==> src/sv/b64sc_pkg.sv <==
// b64sc_pkg: types, constants and alphabet functions for the base64 stream codec
// no dependencies; imported by b64sc_step and base64_stream_codec
package b64sc_pkg;

    localparam int MAX_RES = 4;           // results one item can cause
    localparam int QDEPTH  = 8;           // result queue entries
    localparam int QAW     = 3;           // result queue pointer width
    localparam int QCW     = 4;           // result queue count width

    localparam logic [7:0] CH_PAD = 8'h3D;   // '='

    localparam logic REG_DIRECTION = 1'b0;   // register index of direction

    typedef enum logic {
        DIR_ENCODE = 1'b0,
        DIR_DECODE = 1'b1
    } dir_t;

    // message state; buffer keeps only the bits still held
    typedef struct packed {
        logic [5:0] buf_bits;
        logic [2:0] held;
        logic [1:0] cmf;
        logic       pad;
    } st_t;

    typedef struct packed {
        logic [7:0] data_out;
        logic       data_present;
        logic       run_last;
        logic       message_done;
    } res_t;

    function automatic logic [7:0] b64_char(input logic [5:0] v);
        logic [7:0] c;
        if (v < 6'd26)       c = 8'(8'h41 + {2'b00, v});
        else if (v < 6'd52)  c = 8'(8'h47 + {2'b00, v});
        else if (v < 6'd62)  c = 8'({2'b00, v} - 8'd4);
        else if (v == 6'd62) c = 8'h2B;
        else                 c = 8'h2F;
        return c;
    endfunction

    // bit 6 set when the character is in the alphabet
    function automatic logic [6:0] b64_value(input logic [7:0] c);
        logic [6:0] r;
        logic [7:0] d;
        r = '0;
        d = '0;
        if (c >= 8'h41 && c <= 8'h5A) begin
            d = c - 8'h41;
            r = {1'b1, d[5:0]};
        end else if (c >= 8'h61 && c <= 8'h7A) begin
            d = c - 8'h47;
            r = {1'b1, d[5:0]};
        end else if (c >= 8'h30 && c <= 8'h39) begin
            d = c + 8'h04;
            r = {1'b1, d[5:0]};
        end else if (c == 8'h2B) begin
            r = {1'b1, 6'd62};
        end else if (c == 8'h2F) begin
            r = {1'b1, 6'd63};
        end
        return r;
    endfunction

endpackage

==> src/sv/b64sc_step.sv <==
// b64sc_step: one item of encode or decode work, results and next message state
// depends on b64sc_pkg
module b64sc_step
    import b64sc_pkg::*;
(
    input  dir_t       dir,
    input  st_t        st,
    input  logic [7:0] data_in,
    input  logic       message_last,
    output st_t        st_next,
    output res_t       res [MAX_RES],
    output logic [2:0] res_count
);

    logic [13:0] enc_acc;
    logic [11:0] dec_acc;
    logic [6:0]  dec_val;
    logic [5:0]  ch0;
    logic [5:0]  ch1;
    logic [5:0]  fl;
    logic [2:0]  nc;
    logic [2:0]  nf;
    logic [2:0]  np;
    logic [1:0]  cmf_c;
    logic [1:0]  cmf_f;
    logic [7:0]  dec_out;
    logic        dec_has;
    logic [2:0]  total;
    logic [2:0]  cnt;
    logic        bare;
    st_t         nxt;

    always_comb begin
        nxt     = st;
        enc_acc = {st.buf_bits, data_in};
        dec_val = b64_value(data_in);
        dec_acc = {st.buf_bits, dec_val[5:0]};
        ch0     = '0;
        ch1     = '0;
        fl      = '0;
        nc      = '0;
        nf      = '0;
        np      = '0;
        cmf_c   = st.cmf;
        cmf_f   = st.cmf;
        dec_out = '0;
        dec_has = 1'b0;
        if (dir == DIR_ENCODE) begin
            unique case (st.held)
                3'd2: begin
                    nc = 3'd1;
                    ch0 = enc_acc[9:4];
                    nxt.held = 3'd4;
                    nxt.buf_bits = {2'b00, enc_acc[3:0]};
                end
                3'd4: begin
                    nc = 3'd2;
                    ch0 = enc_acc[11:6];
                    ch1 = enc_acc[5:0];
                    nxt.held = 3'd0;
                    nxt.buf_bits = '0;
                end
                default: begin
                    nc = 3'd1;
                    ch0 = enc_acc[7:2];
                    nxt.held = 3'd2;
                    nxt.buf_bits = {4'b0000, enc_acc[1:0]};
                end
            endcase
            cmf_c   = st.cmf + nc[1:0];
            nxt.cmf = cmf_c;
            if (message_last) begin
                if (nxt.held != 3'd0) begin
                    nf = 3'd1;
                    fl = (nxt.held == 3'd2) ? {nxt.buf_bits[1:0], 4'b0000}
                                            : {nxt.buf_bits[3:0], 2'b00};
                end
                cmf_f = cmf_c + nf[1:0];
                np    = {1'b0, 2'(-cmf_f)};
            end
        end else if (!st.pad) begin
            if (data_in == CH_PAD) begin
                nxt.pad = 1'b1;
            end else if (dec_val[6]) begin
                unique case (st.held)
                    3'd2: begin
                        dec_has = 1'b1;
                        dec_out = dec_acc[7:0];
                        nxt.held = 3'd0;
                        nxt.buf_bits = '0;
                    end
                    3'd4: begin
                        dec_has = 1'b1;
                        dec_out = dec_acc[9:2];
                        nxt.held = 3'd2;
                        nxt.buf_bits = {4'b0000, dec_acc[1:0]};
                    end
                    3'd6: begin
                        dec_has = 1'b1;
                        dec_out = dec_acc[11:4];
                        nxt.held = 3'd4;
                        nxt.buf_bits = {2'b00, dec_acc[3:0]};
                    end
                    default: begin
                        nxt.held = 3'd6;
                        nxt.buf_bits = dec_val[5:0];
                    end
                endcase
            end
        end
        if (message_last) nxt = '0;
        st_next = nxt;
    end

    always_comb begin
        if (dir == DIR_ENCODE) total = 3'(nc + nf + np);
        else                   total = {2'b00, dec_has};
        cnt  = (total > 3'(MAX_RES)) ? 3'(MAX_RES) : total;
        bare = message_last && (cnt == 3'd0);
        if (bare) cnt = 3'd1;
        res_count = cnt;
        for (int k = 0; k < MAX_RES; k++) begin
            res[k].data_present = !bare;
            res[k].run_last     = (3'(k) == 3'(cnt - 3'd1));
            res[k].message_done = (3'(k) == 3'(cnt - 3'd1)) && message_last;
            if (bare) begin
                res[k].data_out = '0;
            end else if (dir == DIR_DECODE) begin
                res[k].data_out = dec_out;
            end else if (3'(k) < nc) begin
                res[k].data_out = b64_char((k == 0) ? ch0 : ch1);
            end else if (3'(k) < 3'(nc + nf)) begin
                res[k].data_out = b64_char(fl);
            end else begin
                res[k].data_out = CH_PAD;
            end
        end
    end

endmodule

==> src/sv/base64_stream_codec.sv <==
// an accepted input beat passes the input register, then the result queue;
// one input beat per cycle while the result queue has room for four results;
// one result beat per cycle while m_tready is high
// aresetn (synchronous) clears direction to encode, message state and the queue
// a direction write clears the message state
// base64_stream_codec: top level, input register, state, result queue, apb port
// depends on b64sc_pkg and b64sc_step
module base64_stream_codec
    import b64sc_pkg::*;
(
    input  logic        aclk,
    input  logic        aresetn,
    input  logic        s_tvalid,
    output logic        s_tready,
    input  logic [7:0]  s_tdata,    // [7:0] data_in
    input  logic        s_tlast,    // message_last
    output logic        m_tvalid,
    input  logic        m_tready,
    output logic [7:0]  m_tdata,    // [7:0] data_out
    output logic [1:0]  m_tuser,    // [0] data_present, [1] run_last
    output logic        m_tlast,    // message_done
    input  logic        psel,
    input  logic        penable,
    input  logic        pwrite,
    input  logic [2:0]  paddr,
    input  logic [31:0] pwdata,
    output logic [31:0] prdata,
    output logic        pready
);

    dir_t             dir_reg;
    st_t              st_reg;
    st_t              st_next;
    logic             in_valid_reg;
    logic [7:0]       in_data_reg;
    logic             in_last_reg;
    res_t             q_reg [QDEPTH];
    logic [QAW-1:0]   wr_ptr_reg;
    logic [QAW-1:0]   rd_ptr_reg;
    logic [QCW-1:0]   cnt_reg;
    logic [QCW-1:0]   cnt_next;
    res_t             res [MAX_RES];
    logic [2:0]       res_count;
    logic             proc_fire;
    logic             pop;
    logic             cfg_we;
    logic             in_fire;

    b64sc_step u_step (
        .dir          (dir_reg),
        .st           (st_reg),
        .data_in      (in_data_reg),
        .message_last (in_last_reg),
        .st_next      (st_next),
        .res          (res),
        .res_count    (res_count)
    );

    assign pready    = 1'b1;
    assign cfg_we    = psel && penable && pwrite && pready;
    assign prdata    = (paddr[2] == REG_DIRECTION) ? {31'b0, dir_reg} : 32'b0;

    assign proc_fire = in_valid_reg && (cnt_reg <= QCW'(QDEPTH - MAX_RES));
    assign s_tready  = !in_valid_reg || proc_fire;
    assign in_fire   = s_tvalid && s_tready;
    assign pop       = m_tvalid && m_tready;

    assign m_tvalid  = (cnt_reg != '0);
    assign m_tdata   = q_reg[rd_ptr_reg].data_out;
    assign m_tuser   = {q_reg[rd_ptr_reg].run_last, q_reg[rd_ptr_reg].data_present};
    assign m_tlast   = q_reg[rd_ptr_reg].message_done;

    always_comb begin
        cnt_next = cnt_reg;
        if (proc_fire) cnt_next = QCW'(cnt_next + QCW'(res_count));
        if (pop)       cnt_next = QCW'(cnt_next - QCW'(1));
    end

    always_ff @(posedge aclk) begin
        if (!aresetn) begin
            dir_reg      <= DIR_ENCODE;
            st_reg       <= '0;
            in_valid_reg <= 1'b0;
            wr_ptr_reg   <= '0;
            rd_ptr_reg   <= '0;
            cnt_reg      <= '0;
        end else begin
            priority if (cfg_we && paddr[2] == REG_DIRECTION) begin
                dir_reg <= dir_t'(pwdata[0]);
                st_reg  <= '0;
            end else if (proc_fire) begin
                st_reg  <= st_next;
            end
            if (in_fire)        in_valid_reg <= 1'b1;
            else if (proc_fire) in_valid_reg <= 1'b0;
            if (proc_fire) wr_ptr_reg <= QAW'(wr_ptr_reg + QAW'(res_count));
            if (pop)       rd_ptr_reg <= QAW'(rd_ptr_reg + QAW'(1));
            cnt_reg <= cnt_next;
        end
    end

    // payload registers
    always_ff @(posedge aclk) begin
        if (in_fire) begin
            in_data_reg <= s_tdata;
            in_last_reg <= s_tlast;
        end
        for (int k = 0; k < MAX_RES; k++) begin
            if (proc_fire && 3'(k) < res_count) begin
                q_reg[QAW'(wr_ptr_reg + QAW'(k))] <= res[k];
            end
        end
    end

`ifndef SYNTH
    a_q_bound: assert property (@(posedge aclk) disable iff (!aresetn)
        cnt_reg <= QCW'(QDEPTH))
        else $error("result queue count beyond depth");

    a_msg_clear: assert property (@(posedge aclk) disable iff (!aresetn)
        proc_fire && in_last_reg && !cfg_we |=> st_reg == '0)
        else $error("message state not cleared at message end");

    a_enc_held: assert property (@(posedge aclk) disable iff (!aresetn)
        dir_reg == DIR_ENCODE |->
            (st_reg.held == 3'd0 || st_reg.held == 3'd2 || st_reg.held == 3'd4))
        else $error("encode holds an impossible bit count");

    a_enc_result: assert property (@(posedge aclk) disable iff (!aresetn)
        proc_fire && dir_reg == DIR_ENCODE |-> res_count != 3'd0)
        else $error("encoded byte gave no character");

    a_ptr_track: assert property (@(posedge aclk) disable iff (!aresetn)
        QAW'(wr_ptr_reg - rd_ptr_reg) == cnt_reg[QAW-1:0])
        else $error("queue pointers disagree with count");
`endif

endmodule
==> config.mk <==
export PLATFORM = sky130hd
export DESIGN_NAME = base64_stream_codec
export DESIGN_NICKNAME = d
export VERILOG_FILES = /design/src/sv/b64sc_pkg.sv /design/src/sv/b64sc_step.sv /design/src/sv/base64_stream_codec.sv
export SDC_FILE = /design/constraint.sdc
export NUM_CORES = 1
export LEC_CHECK = 0
export BUFFER_PORTS_ARGS = -buffer_cell sky130_fd_sc_hd__buf_4
export CAP_MARGIN = 5
export CORE_ASPECT_RATIO = 0.8
export CORE_MARGIN = 2
export CORE_UTILIZATION = 56
export DETAILED_ROUTE_END_ITERATION = 7
export GPL_TIMING_DRIVEN = 0
export PLACE_DENSITY_LB_ADDON = 0.1
export SLEW_MARGIN = 10
export SYNTH_ARGS = -nofsm -noshare
export SYNTH_HDL_FRONTEND = slang
export SYNTH_SLANG_ARGS = --single-unit
==> constraint.sdc <==
create_clock -name aclk -period 5.5 [get_ports aclk]
set_input_delay 1.375 -clock aclk [delete_from_list [all_inputs] [get_ports aclk]]
set_output_delay 1.375 -clock aclk [all_outputs]
set_load 0.005 [all_outputs]
# == Yosys cells after proc, flatten, opt, wreduce, memory -nomap -nowiden ==
# Memory sizes are Yosys's and may differ from the RTL's. A register that Yosys moved wholly into a read port is not among the register bits.
# Cells that the tools add are included.
# totals
ff_bits,33
mem_bits_rw,88
in_bits,51
out_inout_bits,46
wordCells,206
memories,1
# classes
n_addsub,25
order_cmp,29
eq_ne,17
mux,89
bitwise,2
n_reduce_logical,32
# memory_table
memory,words,width,read_ports,rd_ports_with_merged_regs,wr,line_no,text
q_reg,8,11,1,1,4,base64_stream_codec.sv:37,res_t q_reg [QDEPTH];
# op_table
operator,count
two-way mux 8 bit,28
"adder 7 x 6 -> 8 bit, first input constant",6
two-way mux 3 bit,15
two-way mux 9 bit,5
two-way mux 6 bit,7
"< comparator 6 bit, second input constant",6
two-way mux 7 bit,5
case mux 9 bit (3 select lines),1
"== test 8 x 6 -> 1 bit, second input constant",3
case mux 8 bit (3 select lines),1
"subtractor 6 x 3 -> 7 bit, second input constant",3
two-way mux 1 bit,19
"== test 6 bit, second input constant",3
logical AND 1 bit,18
"< comparator 1 x 3 -> 1 bit, first input constant",6
"< comparator 2 x 3 -> 1 bit, first input constant",6
"< comparator 6 x 5 -> 1 bit, second input constant",3
">= comparator 8 x 7 -> 1 bit, second input constant",2
"<= comparator 8 x 7 -> 1 bit, second input constant",2
case mux 7 bit (2 select lines),1
two-way mux 12 bit,1
case mux 6 bit (2 select lines),1
adder 3 bit,3
">= comparator 8 x 6 -> 1 bit, second input constant",1
34 further kinds,48

# == Logic depth before layout (Yosys ltp) ==
# logic_depth
depth_word,22
ltp_mapped,22
mapped_depth_nobuf,22

# == Cells and area by module ==
# Synthesis repeated with hierarchy kept, for this count alone.
# unflattened
hier_cells,1388
area_unflattened_um2,11908.9
# modules_own_cells
module,n_inst,cells_per_inst,area_each_um2,seq_area_each_um2
base64_stream_codec,1,908,8842.2,3453.3
b64sc_step,1,480,3066.7,0.0

# == Worst setup path before layout ==
# No wires, ideal clock.
# synth_path
path_kind,register to register
startpoint,register dir_reg
endpoint,"memory q_reg[1][0] (netlist bit), enable pin"
setup_ns,0.420
arrival_time_ns,4.907
t_required_ns,5.080
slack_ns,0.173
path_stages_with_launch,16
path_buffers,3
period_less_slack_ns,5.327
cell_sequence,dfxtp_1 buf_2 buf_1 clkbuf_1 nor2_1 ha_1 ha_1 inv_1 fa_1 xor2_1 a21oi_1 o22ai_1 a21oi_2 nand2_1 nand2_1 o311ai_0
# synth_lines
element,line_no,text
"start, declared",base64_stream_codec.sv:31,dir_t dir_reg;
"start signal, assigned",base64_stream_codec.sv:89,dir_reg <= dir_t'(pwdata[0]);
"end, declared",base64_stream_codec.sv:37,

==> impl_metrics.tcl <==
set metrics [dict create \
    clock-sinks 123 \
    clk_pin_slew_ns 0.06 \
    ctsHtreeMaxLevel 4 \
    synth_top_family_by_area "compound AO/OA/AOI/OAI gates" \
    drc 1 \
    grt_pass1_vias 9267 \
    yosysTopAreaCellShare_pct 27.4 \
    fp-row-count 45 \
    area_growth_pct 13.2 \
    start_util_pct 56.5 \
    crit_buf_inv 5 \
    synthXorXnorAreaFrac_pct 1.98 \
    fmax_ghz 0.190 \
    port_buffers 31 \
    ir_worst_vdd_mv 0.261 \
    coreArea_um2 18800 \
    critical_path_depth 15 \
    nets 1340 \
    leakagePower_nw 4.64 \
    cts_buffer_depth 2 \
    dpl_cell_area_um2 11400 \
    tritoncts "built" \
    placedCellCount 1486 \
    critical_path.top_delay_family "simple AND/OR/NAND/NOR gates" \
    final_hold_viol_count 0 \
    dpl.hpwl_um 28600 \
    async_flop_share_pct 0 \
    cts_root_buffer "clkbuf_16" \
    ios 97 \
    synthCells 1160 \
    finalWirelength_um 37200 \
    r2r-end "q_reg[5][5]" \
    status "complete, but fails checks" \
    post-route-min-period_ns 5.25 \
    violations "design-rule violations" \
    max_slew.worst_pin.slew_ns 1.28 \
    rsz0062_at_grt "no" \
    n_antenna_cell 0 \
    yosys.area_share.simple_pct 19.6 \
    synth_cell_types 102 \
    synth_area_per_cell_um2 9.17 \
    drtAntennaViolNets 0 \
    synth_commonest_cells "nand2_1 (124), edfxtp_1 (97), nor2_1 (93)" \
    avgViaCountPerCell 6.91 \
    cp_data_required_time_ns 5.63 \
    synth_area_leader_cell "edfxtp_1" \
    die-area_um2 20100 \
    largest_reg_flops 88 \
    yosys-top-cells-area "edfxtp_1 (27%), dfxtp_1 (4.9%), ha_1 (4.7%), mux4_2 (4.7%), nand2_1 (4.4%)" \
    cp_data_arrival_time_ns 5.39 \
    min_path_type "reg -> reg" \
    layout-drive-gt1-share_pct 18.4 \
    layout.cells.non_filler 1518 \
    holdBufCountCts 0 \
    power_density_nw_per_um2 385 \
    numCtsBuffers 17 \
    drv_cap 0 \
    slew_violations 0 \
    criticalPathCategory "reg -> reg" \
    cpMostUsedCell "nor2_1" \
    slew_headroom_pct 14.1 \
    syn-cell-area_um2 10600 \
    clock_latency_ns 0.43 \
    crit_path_end_kind "register" \
    dr.pass1.iters 8 \
    setup_viol 0 \
    grt_pass1_wl_um 56600 \
    antenna_found_initial 0 \
    num_vias 10500 \
    synth_mux_area_share_pct 9.46 \
    synth_ff_type "edfxtp_1" \
    post_cts_buffers 0 \
    seq_area_frac_synth_pct 32.3 \
    track_usage_pct 37.6 \
    yosys.cell_count.top_type "nand2_1" \
    cp-startpoint "dir_reg" \
    ys_ff_latch 123 \
    wl_per_cell_um 24.5 \
    cpPeakStageDelay_ns 0.49 \
    ys_warn_count 0 \
    drt-initial-drc-count 1692 \
    final.period_utilization_pct 95.5 \
    synth_edf_count 97 \
    die_x_um 158 \
    critPathSlowestCell "fa_1" \
    place_congestion 1.09 \
    skew_ns 0.0106 \
    r2r_start "dir_reg" \
    worst_setup_path_start_kind "register" \
    reg2reg_depth 15 \
    fin_area_um2 12000 \
    overflow 0 \
    grt_max_degree 17 \
    worstPathMaxFanout 10 \
    die_y_um 127 \
    rrSetupSlack_ns 0.25 \
    synth_fa_ha_area_share_pct 5.18 \
    crit_path_end "q_reg[5][5]" \
    synth-compound-area-share_pct 24.7 \
    path_cells "buf_2 > clkbuf_2 > clkbuf_4 > nor2_1 > ha_1 > ha_1 > inv_1 > fa_1 > xor2_2 > nor2_1 > nand2_1 > nor2_1 > nor2_1 > o211ai_1 > buf_4" \
]
## cell type report
cell class | count | area, um2
multi-input combinational | 924 | 6630
clock inverter | 14 | 208
tap | 258 | 323
clock buffer | 18 | 429
inverter | 49 | 184
sequential | 123 | 3430
buffer | 94 | 542
fill | 1608 | 6770
timing repair buffer | 38 | 293
## timing repair
item                       in CTS  in global routing
setup endpoints to repair      70                 90
gates resized for setup         3                 10
pin swaps                       0                  0
## cell usage in the layout (no fill, tap or decap), drive strengths merged, types with 27 or more instances in the layout
| cell | netlist | layout |
|---|---|---|
| inv | 49 | 56 |
| clkbuf | 32 | 52 |
| a21oi | 65 | 65 |
| mux2i | 34 | 34 |
| nand3 | 40 | 40 |
| nor2 | 93 | 93 |
| buf | 62 | 98 |
| o21ai | 49 | 49 |
| ha | 40 | 40 |
| edfxtp | 97 | 97 |
| conb | 2 | 32 |
| nor3 | 43 | 43 |
| o22ai | 27 | 27 |
| nand2 | 124 | 124 |
## where the power goes
group          switching, mW  internal [mW]  total [mW]
registers             0.0796           1.22        1.30
clock network          0.463          0.770        1.23
logic                   1.28          0.824        2.10
## worst reg2reg max path: cells and delay by family (launching register included)
kind                     cells  cell delay [ns]
AO/OA/AOI/OAI                1             0.39
XOR/XNOR                     1             0.26
adder cells (fa/ha/maj)      3             1.03
buffers and inverters        5             1.24
flip-flops                   1             0.45
AND/OR/NAND/NOR              5             1.60
## how the worst min path moves through the flow
stage	start	to	slack (ns)	depth (start not counted)
CTS	st_reg[2]	st_reg[2]	0.50	2
global placement	st_reg[2]	st_reg[2]	0.47	2
global route	st_reg[2]	st_reg[2]	0.52	2
finish	st_reg[2]	st_reg[2]	0.50	2
floorplan	st_reg[0]	st_reg[0]	0.45	2
detailed placement	st_reg[2]	st_reg[2]	0.49	2
## metal layers
metal / vias to the layer above / GRT usage, % / share of wire (%)
met5: - / 0 / 0
met4: 0 / 8.90 / 2.2
met3: 92 / 11.0 / 14
met2: 831 / 51.5 / 40
met1: 4987 / 57.9 / 43
li1: 4574 / - / -
## metrics by stage
stage | hold slack [ns] | setup WS, ns | setup TNS [ns] | total power, mW | util (%)
after floorplan | 0.453 | 0.173 | 0 | 2.70 | -
final | 0.499 | 0.245 | 0 | 4.63 | 64.0
after global routing | 0.519 | 0.0000315 | 0 | 4.84 | 64.0
after global placement | 0.472 | -2.08 | -49.12 | 3.30 | 60.1
after detailed placement | 0.490 | -0.303 | -8.94 | 3.33 | 60.4
after CTS | 0.497 | 0.0209 | 0 | 4.57 | 63.9
## cell families (layout without fill, tap and decap cells)
family | Yosys count | after routing
and+or+nand+nor | 408 | 408
AOI/OAI and AO/OA | 347 | 347
buffers and inverters | 143 | 213
DFF | 123 | 123
muxes | 70 | 70
adders and majority gates | 43 | 43
xor gates and xnor gates | 24 | 24
other | 2 | 32
(Power assumes the default switching activity.)
